`src/rtl/core/pps_pkg.sv`:
```
package pps_pkg;

  localparam int unsigned FreqW  = 24;
  localparam int unsigned PctW   = 8;
  localparam int unsigned CodeW  = 2;
  localparam int unsigned ScaleW = 5;
  localparam int unsigned CountW = 11;

  localparam logic [FreqW-1:0]  ClockReset  = 24'd4000000;
  localparam logic [FreqW-1:0]  RatioLimit  = 24'd65504;
  localparam logic [CountW-1:0] FallbackQ   = 11'd2047;
  localparam logic [ScaleW-1:0] LastDivIdx  = 5'd31;
  localparam logic [5:0]        BestRemInit = 6'd32;
  localparam logic [6:0]        PctFull     = 7'd100;
  localparam logic [6:0]        PctDefault  = 7'd50;
  localparam logic [CodeW-1:0]  CodeMax     = 2'd3;

  localparam int unsigned DivSteps = FreqW;
  localparam int unsigned MulSteps = 7;
  localparam int unsigned ProdW    = 18;

  typedef enum logic [6:0] {
    S_IDLE  = 7'b0000001,
    S_DIV   = 7'b0000010,
    S_SHIFT = 7'b0000100,
    S_SCAN  = 7'b0001000,
    S_MUL   = 7'b0010000,
    S_PDIV  = 7'b0100000,
    S_DONE  = 7'b1000000
  } state_t;

endpackage

```
`src/rtl/core/pps_if.sv`:
```
interface pps_req_if;
  import pps_pkg::*;

  logic              valid;
  logic              ready;
  logic [FreqW-1:0]  target_hz;
  logic [PctW-1:0]   duty_percent;

  modport source (output valid, output target_hz, output duty_percent, input ready);
  modport sink   (input valid, input target_hz, input duty_percent, output ready);
endinterface

interface pps_rsp_if;
  import pps_pkg::*;

  logic              valid;
  logic              ready;
  logic [CodeW-1:0]  prescale_code;
  logic [ScaleW-1:0] scale_value;
  logic [CountW-1:0] period_count;
  logic [CountW-1:0] duty_count;

  modport source (output valid, output prescale_code, output scale_value,
                  output period_count, output duty_count, input ready);
  modport sink   (input valid, input prescale_code, input scale_value,
                  input period_count, input duty_count, output ready);
endinterface

```
`src/rtl/core/pwm_parameter_solver_core.sv`:
```
// Steps from request acceptance to result valid: ratio division, prescale
// shifts, a scan over divisors 1 to 32, a duty multiply, the duty division
// and the move to the output register. A new request is taken once the
// result is moved to the output register. All divisions share one radix-2
// restoring divider, one quotient bit per cycle. Synchronous active-high reset:
// idle, output empty, clock_hz back to 4000000.
module pwm_parameter_solver_core (
  input  logic                     clk,
  input  logic                     rst,
  input  logic                     cfg_wr_en,
  input  logic [pps_pkg::FreqW-1:0] cfg_wr_data,
  pps_req_if.sink                  req,
  pps_rsp_if.source                rsp
);
  import pps_pkg::*;

  state_t            state;
  logic [FreqW-1:0]  clock_hz;

  // shared restoring divider
  logic [FreqW-1:0]  dividend;
  logic [FreqW-1:0]  divisor;
  logic [FreqW-1:0]  rem;
  logic [FreqW-1:0]  quot;
  logic [4:0]        cnt;

  logic [FreqW-1:0]  ratio;
  logic [CodeW-1:0]  code;
  logic [ScaleW-1:0] d_idx;
  logic [5:0]        best_rem;
  logic              kept;
  logic [CountW-1:0] quot_sel;
  logic [ScaleW-1:0] div_sel;
  logic [6:0]        pct;
  logic [ProdW-1:0]  prod;
  logic [ProdW-1:0]  mcand;
  logic [CountW-1:0] duty;

  logic [FreqW:0]    rs;
  logic [FreqW+1:0]  diff;
  logic              ge;
  logic [FreqW-1:0]  rem_step;
  logic [FreqW-1:0]  quot_step;
  logic              div_last;
  logic              keep_now;
  logic [FreqW-1:0]  tgt;
  logic              out_free;

  always_comb begin
    rs        = {rem, dividend[FreqW-1]};
    diff      = {1'b0, rs} - {2'b00, divisor};
    ge        = !diff[FreqW+1];
    rem_step  = ge ? diff[FreqW-1:0] : rs[FreqW-1:0];
    quot_step = {quot[FreqW-2:0], ge};
    div_last  = (cnt == 5'(DivSteps - 1));
    keep_now  = quot_step[0] && (quot_step[FreqW-1:CountW] == '0) &&
                (rem_step[5:0] < best_rem);
    tgt       = (req.target_hz == '0) ? {4'b0000, clock_hz[FreqW-1:4]} : req.target_hz;
    out_free  = !rsp.valid || rsp.ready;
  end

  assign req.ready = (state == S_IDLE);

  always_ff @(posedge clk) begin
    if (rst) begin
      clock_hz <= ClockReset;
    end else if (cfg_wr_en) begin
      clock_hz <= cfg_wr_data;
    end
  end

  always_ff @(posedge clk) begin
    if (rst) begin
      state     <= S_IDLE;
      rsp.valid <= 1'b0;
    end else begin
      if (rsp.valid && rsp.ready) begin
        rsp.valid <= 1'b0;
      end
      case (state)
        S_IDLE: begin
          if (req.valid) begin
            dividend <= clock_hz;
            divisor  <= tgt;
            rem      <= '0;
            quot     <= '0;
            cnt      <= '0;
            pct      <= (req.duty_percent > {1'b0, PctFull}) ? PctDefault
                                                              : req.duty_percent[6:0];
            state    <= S_DIV;
          end
        end
        S_DIV: begin
          dividend <= {dividend[FreqW-2:0], 1'b0};
          rem      <= rem_step;
          quot     <= quot_step;
          cnt      <= cnt + 5'd1;
          if (div_last) begin
            ratio <= {quot_step[FreqW-2:0], 1'b0};
            code  <= '0;
            state <= S_SHIFT;
          end
        end
        S_SHIFT: begin
          if (ratio > RatioLimit && code != CodeMax) begin
            ratio <= {2'b00, ratio[FreqW-1:2]};
            code  <= code + 2'd1;
          end else begin
            dividend <= ratio;
            divisor  <= FreqW'(1);
            rem      <= '0;
            quot     <= '0;
            cnt      <= '0;
            d_idx    <= '0;
            best_rem <= BestRemInit;
            kept     <= 1'b0;
            state    <= S_SCAN;
          end
        end
        S_SCAN: begin
          dividend <= {dividend[FreqW-2:0], 1'b0};
          rem      <= rem_step;
          quot     <= quot_step;
          cnt      <= cnt + 5'd1;
          if (div_last) begin
            if (keep_now) begin
              best_rem <= rem_step[5:0];
              quot_sel <= quot_step[CountW-1:0];
              div_sel  <= d_idx;
              kept     <= 1'b1;
            end
            if (d_idx == LastDivIdx) begin
              // no divisor kept: fall back to 2047 over 32
              if (!keep_now && !kept) begin
                quot_sel <= FallbackQ;
                div_sel  <= LastDivIdx;
                mcand    <= ProdW'(FallbackQ);
              end else if (keep_now) begin
                mcand    <= ProdW'(quot_step[CountW-1:0]);
              end else begin
                mcand    <= ProdW'(quot_sel);
              end
              prod  <= '0;
              cnt   <= '0;
              state <= S_MUL;
            end else begin
              d_idx    <= d_idx + 5'd1;
              dividend <= ratio;
              divisor  <= FreqW'(d_idx) + FreqW'(2);
              rem      <= '0;
              quot     <= '0;
              cnt      <= '0;
            end
          end
        end
        S_MUL: begin
          if (pct[0]) begin
            prod <= prod + mcand;
          end
          mcand <= {mcand[ProdW-2:0], 1'b0};
          pct   <= {1'b0, pct[6:1]};
          cnt   <= cnt + 5'd1;
          if (cnt == 5'(MulSteps - 1)) begin
            dividend <= FreqW'(pct[0] ? prod + mcand : prod);
            divisor  <= FreqW'(PctFull);
            rem      <= '0;
            quot     <= '0;
            cnt      <= '0;
            state    <= S_PDIV;
          end
        end
        S_PDIV: begin
          dividend <= {dividend[FreqW-2:0], 1'b0};
          rem      <= rem_step;
          quot     <= quot_step;
          cnt      <= cnt + 5'd1;
          if (div_last) begin
            duty  <= {quot_step[CountW-1:1], (rem_step[6:0] < PctDefault)};
            state <= S_DONE;
          end
        end
        S_DONE: begin
          if (out_free) begin
            rsp.valid         <= 1'b1;
            rsp.prescale_code <= code;
            rsp.scale_value   <= div_sel;
            rsp.period_count  <= quot_sel - CountW'(1);
            rsp.duty_count    <= duty;
            state             <= S_IDLE;
          end
        end
        default: begin
          state <= S_IDLE;
        end
      endcase
    end
  end

  // kept quotients are odd and the fallback is 2047, so the period is even
  assert property (@(posedge clk) disable iff (rst) rsp.valid |-> !rsp.period_count[0])
    else $error("odd period_count");

  assert property (@(posedge clk) disable iff (rst)
    (req.valid && req.ready) |=> (state == S_DIV))
    else $error("request accepted but ratio division not started");

  assert property (@(posedge clk) disable iff (rst)
    (state == S_SCAN && div_last && d_idx == LastDivIdx) |=> (state == S_MUL))
    else $error("divisor scan did not end after divisor 32");

  assert property (@(posedge clk) disable iff (rst)
    (state == S_SCAN) |-> (divisor == FreqW'(d_idx) + FreqW'(1)))
    else $error("scan divisor out of step with divisor index");

endmodule
```
`src/flat_wrapper.sv`:
```
// flat-port wrapper written by rule: the top's interface ports become plain ports
module pwm_parameter_solver_core_flat import pps_pkg::*;
  (clk, rst, cfg_wr_en, cfg_wr_data, req_valid, req_target_hz, req_duty_percent, req_ready, rsp_valid, rsp_prescale_code, rsp_scale_value, rsp_period_count, rsp_duty_count, rsp_ready);
  pps_req_if req_i ();
  pps_rsp_if rsp_i ();
  input  logic clk;
  input  logic rst;
  input  logic cfg_wr_en;
  input  logic [pps_pkg::FreqW-1:0] cfg_wr_data;
  input wire logic [$bits(req_i.valid)-1:0] req_valid;
  input wire logic [$bits(req_i.target_hz)-1:0] req_target_hz;
  input wire logic [$bits(req_i.duty_percent)-1:0] req_duty_percent;
  output wire logic [$bits(req_i.ready)-1:0] req_ready;
  output wire logic [$bits(rsp_i.valid)-1:0] rsp_valid;
  output wire logic [$bits(rsp_i.prescale_code)-1:0] rsp_prescale_code;
  output wire logic [$bits(rsp_i.scale_value)-1:0] rsp_scale_value;
  output wire logic [$bits(rsp_i.period_count)-1:0] rsp_period_count;
  output wire logic [$bits(rsp_i.duty_count)-1:0] rsp_duty_count;
  input wire logic [$bits(rsp_i.ready)-1:0] rsp_ready;
  assign req_i.valid = req_valid;
  assign req_i.target_hz = req_target_hz;
  assign req_i.duty_percent = req_duty_percent;
  assign req_ready = req_i.ready;
  assign rsp_valid = rsp_i.valid;
  assign rsp_prescale_code = rsp_i.prescale_code;
  assign rsp_scale_value = rsp_i.scale_value;
  assign rsp_period_count = rsp_i.period_count;
  assign rsp_duty_count = rsp_i.duty_count;
  assign rsp_i.ready = rsp_ready;
  pwm_parameter_solver_core u_core (.clk(clk), .rst(rst), .cfg_wr_en(cfg_wr_en), .cfg_wr_data(cfg_wr_data), .req(req_i), .rsp(rsp_i));
endmodule
```
`config.mk`:
```
export PLATFORM = sky130hd
export DESIGN_NAME = pwm_parameter_solver_core_flat
export DESIGN_NICKNAME = d
export VERILOG_FILES = /design/src/rtl/core/pps_pkg.sv /design/src/rtl/core/pps_if.sv /design/src/rtl/core/pwm_parameter_solver_core.sv /design/src/flat_wrapper.sv
export SDC_FILE = /design/constraint.sdc
export NUM_CORES = 1
export LEC_CHECK = 0
export ABC_AREA = 1
export BUFFER_PORTS_ARGS = -buffer_cell sky130_fd_sc_hd__buf_2
export CAP_MARGIN = 40
export CORE_MARGIN = 2
export CORE_UTILIZATION = 55
export DETAILED_ROUTE_END_ITERATION = 12
export PLACE_DENSITY = 0.72
export SYNTH_ARGS = -nofsm -noshare
export SYNTH_HDL_FRONTEND = slang
export SYNTH_SLANG_ARGS = --single-unit
```
`constraint.sdc`:
```
create_clock -name clk -period 7 [get_ports clk]
set_clock_uncertainty 0.05 [all_clocks]
set_input_delay 0.7 -clock clk [delete_from_list [all_inputs] [get_ports clk]]
set_output_delay 0.7 -clock clk [all_outputs]
set_load 0.03 [all_outputs]
```
==> impl_metrics.csv <==
group,metric,value,unit
clock_network,cts_inserted_buffers,29,
clock_network,clk_root_buffer_cell,"sky130_fd_sc_hd__clkbuf_16",
sta,timing_worst_slew_pin_value,0.8343,ns
worst_setup_path,critPathArrivalTime,5.05,ns
drt,drt_first_pass_iters,6,
flow_run,maxCapViolations,0,
finish,layout_common_cells,"264 x sky130_fd_sc_hd__nand2_1, 237 x sky130_fd_sc_hd__edfxtp_1, 224 x sky130_fd_sc_hd__nor2_1, 205 x sky130_fd_sc_hd__inv_1, 92 x sky130_fd_sc_hd__a21oi_1",
sta,setup_violations,0,
finish,antenna_cells,0,
clock_network,cts_buffer_depth,3,
finish,multiInputGateArea,5479,um2
sta,slew_headroom,44.18,%
sta,rsz_0062_raised_after_global_routing,"no",
yosys,synthesis.yosys.warnings,0,
floorplanning,num_io_pins,92,
floorplanning,floorplan.core_area,25250,um2
worst_setup_path,cp_num_buf_inv,2,
drt,route.final.wire_length,35810,um
clock_network,tritoncts_num_sinks,269,
sta,maxSlewViolCount,0,
yosys,synth_edf_count,237,
worst_setup_path,largest_stage_delay_on_the_critical_path,0.60,ns
finish,fin_area,16000,um2
global_routing,track_usage,27.00,%
drt,detail-route-antenna-nets,0,
global_routing,via_count_of_the_first_global_routing_pass,10500,
clock_network,cts_hold_buffers,0,
clock_network,htree_num_levels,1,
clock_network,worst_skew_pair.late_latency,0.55,ns
drt,dr.first_iter.drc_count,1220,
worst_hold_path,hp-class,"in2reg",
global_routing,initial_antenna_violation_count,0,
worst_setup_path,crit_family,"simple AND/OR/NAND/NOR gates",
power,p_leak,6.706,nW
drt,route.vias.total,11290,
yosys,synth-seq-area-share,54.68,%
drt,post_drt_wl_per_cell,18.10,um
yosys,syn_area_per_cell,9.248,um2
clock_network,cts.repair_timing.setup_buffer_count,0,
worst_setup_path,cp-start-kind,"flip-flop",
worst_setup_path,r2r_slack,2.07,ns
global_routing,grt_pass1_wl,56580,um
yosys,dominantRegCellSynth,"sky130_fd_sc_hd__edfxtp_1",
outcome,result_of_the_run,"finished clean",
finish,layout.area.seq,7757,um2
sta,achievable-frequency,203.0,MHz
clock_network,cts_resized,0,
worst_setup_path,timing.critical_path.cells,"ha_1, nand2_1, inv_1, a21oi_1, nand3_2, nand2_2, nand3_4, inv_4, or2_2, o21ai_0, ha_1, a211oi_1, nand2_1, nor3_4, nand2_4, a21oi_1",
finish,number_of_nets_in_the_finished_design,1742,
sta,minimum_clock_period_after_layout,4.926,ns
power,power.density,326.5,nW/um2
yosys,synth_seq_cells,269,
clock_network,tritoncts,"built",
floorplanning,die_height,164.6,um
global_routing,globalRouteOverflowTotal,0,
global_routing,grt_start_max_net_pins,47,
clock_network,worst_setup_hold_path_clk_slew,0.06,ns
drt,viasPerCell,5.710,
yosys,ys_types,59,
worst_setup_path,crit_path_end_kind,"flip-flop",
floorplanning,number_of_placement_rows,58,
worst_setup_path,critPathRequiredTime,7.12,ns
finish,final_layout_size_suffix_gt1_share,11.65,%
yosys,syn-instance-count,1534,
sta,setup_slack,2.074,ns
sta,final.period_utilization,70.37,%
yosys,netlist_area,14190,um2
worst_setup_path,worstPathMaxFanout,33,
worst_setup_path,critPathSlowestCell,"sky130_fd_sc_hd__a21oi_1",
placed_design,numPortBuffers,91,
placed_design,routability_congestion,0.9501,
sta,final.setup.tns,0,ns
worst_setup_path,critPathKind,"reg2reg",
yosys,synthArstFlopShare,0,%
floorplanning,die_area,27090,um2
floorplanning,starting_utilization_of_the_core_area,56.17,%
yosys,post_syn_nets,1651,
drt,drcViolationCount,0,
floorplanning,die_w,164.6,um
finish,final_common_cell,"sky130_fd_sc_hd__nand2_1",
finish,filler_cell_count,2137,
placed_design,post_dp_cell_area,15070,um2
placed_design,detailedPlacementHpwl,26480,um
sta,hold_viol_final,0,
finish,areaGrowthSynthToFinish,12.78,%
power,peakVddDrop,203.6,uV
placed_design,dp_slack,2.090,ns
[per-layer routing]
metal | up-vias | wire length [um] | global-route usage (%)
met1 | 5341 | 16140 | 40.43
li1 | 5416 | - | -
met5 | - | 0 | 0
met2 | 466 | 15800 | 41.18
met3 | 71 | 2715 | 3.114
met4 | 0 | 1149 | 8.893
[power breakdown]
group | total [mW] | switching (mW) | internal (mW)
Combinational | 1.53 | 1.04 | 0.483
Sequential | 2.20 | 0.124 | 2.07
Clock | 1.50 | 0.621 | 0.878
[synthesized netlist by cell type (all sizes together), types with 2 or more instances]
master | count | area [um2]
a2111oi | 2 | 17.52
a211oi | 6 | 45.04
a21o | 2 | 15.01
a21oi | 92 | 460.4
a221oi | 10 | 87.58
a22o | 2 | 17.52
a22oi | 10 | 75.07
a31o | 3 | 26.28
a31oi | 10 | 62.56
a32oi | 3 | 26.28
a41oi | 2 | 17.52
buf | 17 | 107.6
clkbuf | 29 | 108.9
clkinv | 3 | 11.26
dfxtp | 32 | 640.6
edfxtp | 237 | 7117
fa | 2 | 40.04
ha | 54 | 675.7
inv | 208 | 783.3
nand2 | 276 | 1076
nand3 | 79 | 430.4
nand3b | 2 | 15.01
nand4 | 23 | 150.1
nor2 | 227 | 859.6
nor3 | 22 | 136.4
nor4 | 14 | 93.84
o211ai | 14 | 105.1
o21a | 4 | 30.03
o21ai | 83 | 415.4
o21bai | 8 | 60.06
o221ai | 4 | 35.03
o22ai | 2 | 12.51
o31ai | 2 | 15.01
or2 | 6 | 37.54
xnor2 | 15 | 131.4
xor2 | 23 | 201.4
[state kept, by name, summed over array words and instances (netlist names)]
register,flops
u_core.mcand,18
u_core.rem,24
u_core.quot,23
u_core.code,2
u_core.pct,7
u_core.dividend,24
u_core.kept,1
u_core.divisor,24
u_core.rsp.period_count,11
u_core.d_idx,5
u_core.quot_sel,11
u_core.clock_hz,24
u_core.prod,18
u_core.rsp.scale_value,5
u_core.ratio,24
u_core.duty,11
u_core.div_sel,5
u_core.rsp.prescale_code,2
u_core.cnt,5
u_core.state,7
u_core.rsp.valid,1
u_core.rsp.duty_count,11
u_core.best_rem,6
[cells by family after synthesis]
group / after synthesis / synth area share, %
simple gates: 652 / 19.87
flops: 269 / 54.68
compound gates: 262 / 10.93
buf+inv: 257 / 7.127
fa+ha+maj: 56 / 5.045
xor+xnor: 38 / 2.346
[final cells by class]
type                    instances  area share, %
clock buffers                  39          5.029
clock inverters                15         0.7977
multi-input cells            1008          34.25
inverters                     211          4.966
flip-flops and latches        269          48.49
well taps                     330          2.581
repair buffers                106          3.895
[through the flow]
| step | power [mW] | util (%) | hold slack [ns] | cells |
|---|---|---|---|---|
| finish | 5.223 | 63.35 | 0.3184 | 1978 |
| global placement | 3.699 | 59.32 | 0.3514 | 1920 |
| global route | 5.534 | 63.35 | 0.3163 | 1978 |
| floorplan | 3.326 | - | 0.3503 | 1534 |
| CTS | 5.239 | 63.35 | 0.3047 | 1978 |
| detailed placement | 3.735 | 59.66 | 0.3557 | 1924 |
[path summary, 6_finish.rpt]
path / depth (start not counted) / to / startpoint
max: 16 / u_core.best_rem[2] / u_core.rem[7]
min: 3 / u_core.clock_hz[18] / cfg_wr_data[18]
max reg2reg: 16 / u_core.best_rem[2] / u_core.rem[7]
min reg2reg: 0 / u_core.rsp.duty_count[0] / u_core.duty[0]
[worst register-to-register path: stages (launching register included)]
cell                       delay, ns
sky130_fd_sc_hd__edfxtp_1       0.39
sky130_fd_sc_hd__ha_1           0.37
sky130_fd_sc_hd__nand2_1        0.12
sky130_fd_sc_hd__inv_1          0.05
sky130_fd_sc_hd__a21oi_1        0.18
sky130_fd_sc_hd__nand3_2        0.17
sky130_fd_sc_hd__nand2_2        0.13
sky130_fd_sc_hd__nand3_4        0.30
sky130_fd_sc_hd__inv_4          0.33
sky130_fd_sc_hd__or2_2          0.16
sky130_fd_sc_hd__o21ai_0        0.18
sky130_fd_sc_hd__ha_1           0.37
sky130_fd_sc_hd__a211oi_1       0.31
sky130_fd_sc_hd__nand2_1        0.15
sky130_fd_sc_hd__nor3_4         0.45
sky130_fd_sc_hd__nand2_4        0.25
sky130_fd_sc_hd__a21oi_1        0.60
Power figures use the tool's default switching activity.
